==> src/sv/udiv_pkg.sv <==
// Shared types and constants for the unsigned 64-bit divider.
// No dependencies; used by every module of the divider.
`timescale 1ns / 1ps
`default_nettype none
package udiv_pkg;

  localparam int DW          = 64;   // datapath width of the division
  localparam int FIELD_W     = 64;   // width of each field on the ports
  localparam int IN_TDATA_W  = 128;  // dividend, divisor
  localparam int OUT_TDATA_W = 128;  // quotient, remainder
  localparam int OUT_TUSER_W = 1;    // divide_by_zero
  localparam int NUM_CELLS   = DW;   // one quotient bit per cell

  // State handed from one cell to the next.
  // nq: dividend bits still to enter at the top, quotient bits collected at the bottom.
  typedef struct packed {
    logic          valid;
    logic [DW-1:0] part;
    logic [DW-1:0] nq;
    logic [DW-1:0] den;
  } udiv_stage_t;

  typedef struct packed {
    logic [DW-1:0] quo;
    logic [DW-1:0] rem;
    logic          dz;
  } udiv_result_t;

endpackage
`default_nettype wire

==> src/sv/udiv_cell.sv <==
// One restoring division step: shift in a dividend bit, trial subtract, keep or restore.
// Depends on udiv_pkg.
`timescale 1ns / 1ps
`default_nettype none
module udiv_cell (
  input  wire                   clk,
  input  wire                   rst,
  input  wire                   en,
  input  udiv_pkg::udiv_stage_t prev,
  output udiv_pkg::udiv_stage_t stage
);
  import udiv_pkg::*;

  logic [DW:0] shifted;
  logic [DW:0] diff;
  logic        take;

  // partial remainder is DW+1 bits after the shift; no borrow means subtract
  assign shifted = {prev.part, prev.nq[DW-1]};
  assign diff    = shifted - {1'b0, prev.den};
  assign take    = ~diff[DW];

  always_ff @(posedge clk) begin
    if (rst) begin
      stage.valid <= 1'b0;
    end else if (en) begin
      stage.valid <= prev.valid;
    end
    if (en) begin
      stage.part <= take ? diff[DW-1:0] : shifted[DW-1:0];
      stage.nq   <= {prev.nq[DW-2:0], take};
      stage.den  <= prev.den;
    end
  end

endmodule
`default_nettype wire

==> config.mk <==
export PLATFORM = sky130hd
export DESIGN_NAME = udiv_cell
export DESIGN_NICKNAME = d
export VERILOG_FILES = /design/src/sv/udiv_pkg.sv /design/src/sv/udiv_cell.sv
export SDC_FILE = /design/constraint.sdc
export NUM_CORES = 1
export LEC_CHECK = 0
export BUFFER_PORTS_ARGS = -buffer_cell sky130_fd_sc_hd__buf_2
export CAP_MARGIN = 20
export CORE_MARGIN = 2
export CORE_UTILIZATION = 47
export CTS_BUF_LIST = sky130_fd_sc_hd__clkbuf_8
export DETAILED_ROUTE_END_ITERATION = 10
export GPL_TIMING_DRIVEN = 0
export PLACE_DENSITY = 0.91
export SLEW_MARGIN = 20
export SYNTH_ARGS = -nofsm -noshare
export SYNTH_HDL_FRONTEND = slang
export SYNTH_SLANG_ARGS = --single-unit
==> constraint.sdc <==
create_clock -name clk -period 3.6 [get_ports clk]
set_clock_uncertainty 0.1 [all_clocks]
set_input_delay 0.18 -clock clk [delete_from_list [all_inputs] [get_ports clk]]
set_output_delay 0.18 -clock clk [all_outputs]
set_load 0.01 [all_outputs]
==> flow_summary.toml, run 1 <==
[setup_path]
path_max_fanout = 5
worstReg2RegStart = "stage[192]"
crit_type = "input port to register"
critPathArrivalTime_ps = 3650
r2r_setup_slack_ps = 2340
cp-end-kind = "register"
critPathRequiredTime_ps = 3720
start_kind = "input port"
cp-startpoint = "prev[132]"

[cells_and_area]
fin_nets = 1794
syn_to_final_growth_pct = 43.8
layout.cells.most_common_list = "buf_2 (389), edfxtp_1 (192), dlygate4sd3_1 (191)"
final_common_cell = "buf_2"
reg_top3 = "stage: 193 flops"
fin_cells = 1835
drive_above_1_share_pct = 29.6
largest_register_ffs = 193
fillers = 1574
regArea_sq_um = 5790
multi_input_area_sq_um = 4650
largest_register = "stage"

[clock_network]
clock-sinks = 193
cts_root_buf = "clkbuf_8"
htree_num_levels = 4
clk_latency_ps = 450
cts_tree = "yes"
clk_pin_slew_ps = 110
clk_path_buf_depth = 2
cts_buffers = 17

[hold_path]
hp-class = "input port to register"
min_from = "prev[189]"

[drt]
routed_wl_mm = 35.8
drtAntennaViolNets = 0
drc = 0
drtIter0Drc = 828
vias = 10200
routedWlPerCell_um = 19.5
viasPerCell = 5.55
dr.pass1.iters = 6

[pwr]
vdd_drop_max_v = 0.000264
switching_share_pct = 33.1
p_switching_mw = 2.06
power_density_nw_per_um2 = 398
internal_power_mw = 4.17
clkPwrFrac_pct = 24.1
power.share.sequential_pct = 45.8
power_frac_comb_pct = 30.1
leakagePower_nw = 6.96

[logic_synthesis]
ys_seq_area_share_pct = 53.2
synth_top_cell_area_share_pct = 53.0
synth_warnings = 0
async_flop_share_pct = 0
ys_ff_latch = 193
avgSynthCellArea_sq_um = 11.7
synth_ff_type = "edfxtp_1"
synth_nets = 1195
yosys.area.top_type = "edfxtp_1"
synth_cells = 934
synthTopCellsByArea = "edfxtp_1 (53%), ha_1 (7.4%), mux2_1 (5.6%)"
synth_edf_count = 192
synth_area_sq_um = 10900
synth_cell_types = 74

[sta]
fmax_mhz = 284
tightestPinTransition_ps = 773
fin_crit_sh_pct = 97.9
setup_viol = 0
drv_slew = 0
rsz0062_at_grt = "no"
hold_violations = 0
fin_crit_ps = 3520
finalWorstSetupSlack_ps = 75.0
maxSlewHeadroom_pct = 48.0

[place]
io_buffer_count = 388
gp_congestion = 0.873
hpwl_mm = 23.8
dpl.cell_count = 1610
pre_cts_ws_ps = -472

[global_route]
grt.total_usage_pct = 28.7
grt_pass1_wl_mm = 54.6
overflow = 0
grt.met3_usage_pct = 6.17
use_met1_pct = 33.1
top_usage_layer = "met2"
grt_pass1_vias = 10400
grt_max_degree = 85
antenna_found_initial = 4
use_met2_pct = 51.1

[die]
die_y_um = 156
die_w_um = 156
num_rows = 55
core_sq_um = 22700
dieArea_sq_um = 24400
initial_core_util_pct = 47.9
io_pins = 389

[outcome]
status = "complete, no violations"

[run]
max_cap_viol_count = 0
-- power by group through the flow --
stage | sequential [mW] | combinational (mW) | clock (mW)
6_report | 2.86 | 1.88 | 1.50
3_5_place_dp | 2.89 | 1.62 | 0
4_1_cts | 2.84 | 1.80 | 1.49
5_1_grt | 2.88 | 2.03 | 1.58
2_1_floorplan | 3.04 | 0.835 | 0
3_3_place_gp | 2.90 | 1.57 | 0
-- cell type report --
cell class	instances	area share, %
Buffer	28	1.14
Multi-Input combinational cell	622	29.7
Sequential cell	193	37.0
Inverter	86	2.11
Clock inverter	15	1.05
Antenna cell	4	0.0640
Timing Repair Buffer	585	25.2
Tap cell	285	2.28
Clock buffer	17	1.50
-- path summary, 6_finish.rpt --
kind / end / cells past startpoint
max: stage[187] / 12
min: stage[190] / 3
max reg2reg: stage[192] / 3
min reg2reg: stage[192] / 3
-- layer usage --
| layer | vias up | share of wire [%] |
|---|---|---|
| met3 | 109 | 7.8 |
| met4 | 0 | 4.2 |
| met5 | - | 0 |
| li1 | 4678 | - |
| met1 | 4841 | 37 |
| met2 | 559 | 51 |
-- Yosys cell counts (all sizes together) (6+ instances only) --
| cell type | count |
|---|---|
| nor2b | 10 |
| xor2 | 23 |
| inv | 86 |
| a21o | 32 |
| nand4 | 21 |
| mux2 | 57 |
| a21boi | 6 |
| ha | 64 |
| o21bai | 15 |
| o21a | 8 |
| and3 | 7 |
| a31oi | 7 |
| or2 | 7 |
| nor2 | 41 |
| o21ai | 38 |
| nand2b | 9 |
| nor3 | 9 |
| nand3 | 10 |
| xnor2 | 34 |
| clkbuf | 25 |
| a21oi | 78 |
| edfxtp | 192 |
| mux2i | 7 |
| a211oi | 7 |
| buf | 8 |
| nand2 | 62 |
-- through the flow --
stage	area, sq um	util (%)	hold slack [ps]	setup TNS [ps]	power, mW
6_report	15700	68.9	51.2	0	6.23
2_1_floorplan	10900	-	152	0	3.87
3_5_place_dp	13300	58.4	239	-24620	4.52
5_1_grt	15600	68.9	26.4	0	6.49
4_1_cts	15600	68.6	12.7	0	6.13
3_3_place_gp	13200	58.0	237	-63860	4.47
-- worst max-delay path, stage by stage --
cell	delay, ps
dlygate4sd3_1	530
buf_2	130
ha_1	340
nand4_1	120
a21oi_1	70
o211a_1	280
or4_4	500
a311o_1	460
a211oi_4	400
o21ai_2	150
mux2i_1	160
mux2_1	310
-- repair_timing --
action | 4_1_cts | 5_1_grt
hold buffers | 191 | 0
endpoints found under the setup margin | 0 | 57
endpoints found under the hold margin | 218 | 0
buffers inserted | 0 | 3
gates resized for setup | 0 | 19
-- cells by family (layout without fill, tap and decap cells) --
| logic type | after synthesis | after routing | share of synthesized area, % |
|---|---|---|---|
| simple gates | 196 | 196 | 8.97 |
| mux | 64 | 64 | 6.61 |
| buf+inv | 119 | 731 | 4.59 |
| fa+ha+maj | 65 | 65 | 7.54 |
| other cells | 0 | 4 | 0 |
| flops | 193 | 193 | 53.2 |
| xor+xnor | 57 | 57 | 4.59 |
| compound gates | 240 | 240 | 14.5 |
Power figures use the tool's default switching activity.
==> run 2, diff against run 1 <==
Settings changed: PLACE_DENSITY 0.91 to default, PLACE_DENSITY_LB_ADDON from default to 0.08.
==> flow_summary.toml, run 2 (synthesized netlist as in run 1, its figures left out) <==
[die]
initial_core_util_pct = 47.9
die_y_um = 156
io_pins = 389
num_rows = 55
core_sq_um = 22700
dieArea_sq_um = 24400
die_w_um = 156

[cells_and_area]
reg_top3 = "stage: 193 flops"
largest_register_ffs = 193
largest_register = "stage"
syn_to_final_growth_pct = 43.6
drive_above_1_share_pct = 29.6
layout.cells.most_common_list = "buf_2 (389), dlygate4sd3_1 (192), edfxtp_1 (192)"
finalInstanceArea_sq_um = 15600
final_common_cell = "buf_2"
final_util_pct = 68.8
fin_nets = 1791
fin_cells = 1828
antennaDiodeCount = 0

[setup_path]
slowest_stage = "dlygate4sd3_1"
cp_num_buf_inv = 6
rr_worst_depth = 3
cp_top_family = "buffers and inverters"
path_cells = "dlygate4sd3_1 > buf_2 > inv_1 > ha_1 > clkbuf_1 > nand4_1 > nor2_1 > nand2_1 > or2_2 > a21oi_2 > o21ai_2 > and2_4 > o211a_4 > inv_8 > buf_6 > mux2_1"
critPathArrivalTime_ps = 3620
r2r_setup_slack_ps = 2340
path_max_fanout = 10
critPathRequiredTime_ps = 3720
r2r_end = "stage[192]"
cpPeakStageDelay_ps = 540
cp-end-kind = "register"
start_kind = "input port"
cp-startpoint = "prev[47]"
worstReg2RegStart = "stage[192]"
crit_type = "input port to register"

[sta]
tightestPinTransition_ps = 747
maxSlewHeadroom_pct = 49.8
finalWorstSetupSlack_ps = 99.5
setup_viol = 0
fin_crit_sh_pct = 97.2
hold_violations = 0
whs_ps = 43.6
fin_crit_ps = 3500
fin_setup_tns_ps = 0
fmax_mhz = 286
drv_slew = 0

[outcome]
status = "complete, no violations"

[drt]
route.met2.wl_mm = 15.8
dr.pass1.iters = 7
drc = 0
vias = 9524
wl_met1_mm = 12.9
top_layer_used = "met5"
routed_wl_mm = 31.5
drtAntennaViolNets = 0
drtIter0Drc = 551
viasPerCell = 5.21
routedWlPerCell_um = 17.2
wl_met3_mm = 2.20

[clock_network]
htree_num_levels = 4
clk_pin_slew_ps = 110
cts_buffers = 17
clk_path_buf_depth = 2
clock-sinks = 193
cts_root_buf = "clkbuf_8"
clk_latency_ps = 470
cts_tree = "yes"

[global_route]
grt_pass1_wl_mm = 47.9
grt_max_degree = 107
overflow = 0
grt_pass1_vias = 9484
antenna_found_initial = 1
grt.total_usage_pct = 25.1

[pwr]
internal_power_mw = 4.17
power_density_nw_per_um2 = 392
clkPwrFrac_pct = 24.1
power.share.sequential_pct = 46.3
p_switching_mw = 1.97
power_frac_comb_pct = 29.6
leakagePower_nw = 6.96
switching_share_pct = 32.1
vdd_drop_max_v = 0.000233
total_power_mw = 6.13

[place]
dpl.cell_count = 1608
gp_congestion = 0.843
post_dp_cell_area_sq_um = 13200
io_buffer_count = 388
hpwl_mm = 22.5
pre_cts_ws_ps = -416

[hold_path]
hold_depth = 3
hp-class = "input port to register"
min_from = "prev[128]"
worstHoldEndpoint = "stage[129]"

[run]
max_cap_viol_count = 0
==> run 2: worst max path at each step <==
stage                 endpoint  depth (start not counted)  slack (ps)
global route        stage[177]                         14          -3
finish              stage[161]                         16         100
detailed placement  stage[131]                         15        -420
floorplan           stage[181]                         14         230
CTS                 stage[187]                         14          10
global placement    stage[181]                         13        -750
==> run 2: repair_timing <==
action                     CTS  global route
hold endpoints to repair   191             0
setup endpoints to repair    0            58
setup buffers                0             2
gates resized for setup      0            17
hold buffers               192             0
==> run 2: tightest hold or removal path, stage by stage <==
cell,delay [ps]
buf_2,110
inv_1,70
mux2i_1,130
==> run 2: layout make-up <==
class                      instances  area, sq um
multi-input combinational        622         4660
inverter                          86          330
clock inverter                    15          178
clock buffer                      17          234
tap                              285          357
fill                            1709         7080
timing repair buffer             583         3920
buffer                            27          161
sequential                       193         5790
==> run 2: power by group through the flow <==
stage                     sequential [mW]  clock [mW]  combinational [mW]
after floorplan                      3.04           0               0.835
after global placement               2.89           0                1.59
after detailed placement             2.88           0                1.61
after CTS                            2.84        1.52                1.79
after global routing                 2.86        1.59                1.98
final                                2.84        1.48                1.82
==> run 2: per-layer routing <==
metal  global-route usage (%)  vias up
li1                         -     4661
met2                     44.5      349
met4                     6.95        2
met1                     30.5     4481
met3                     6.17       31
met5                        0        -
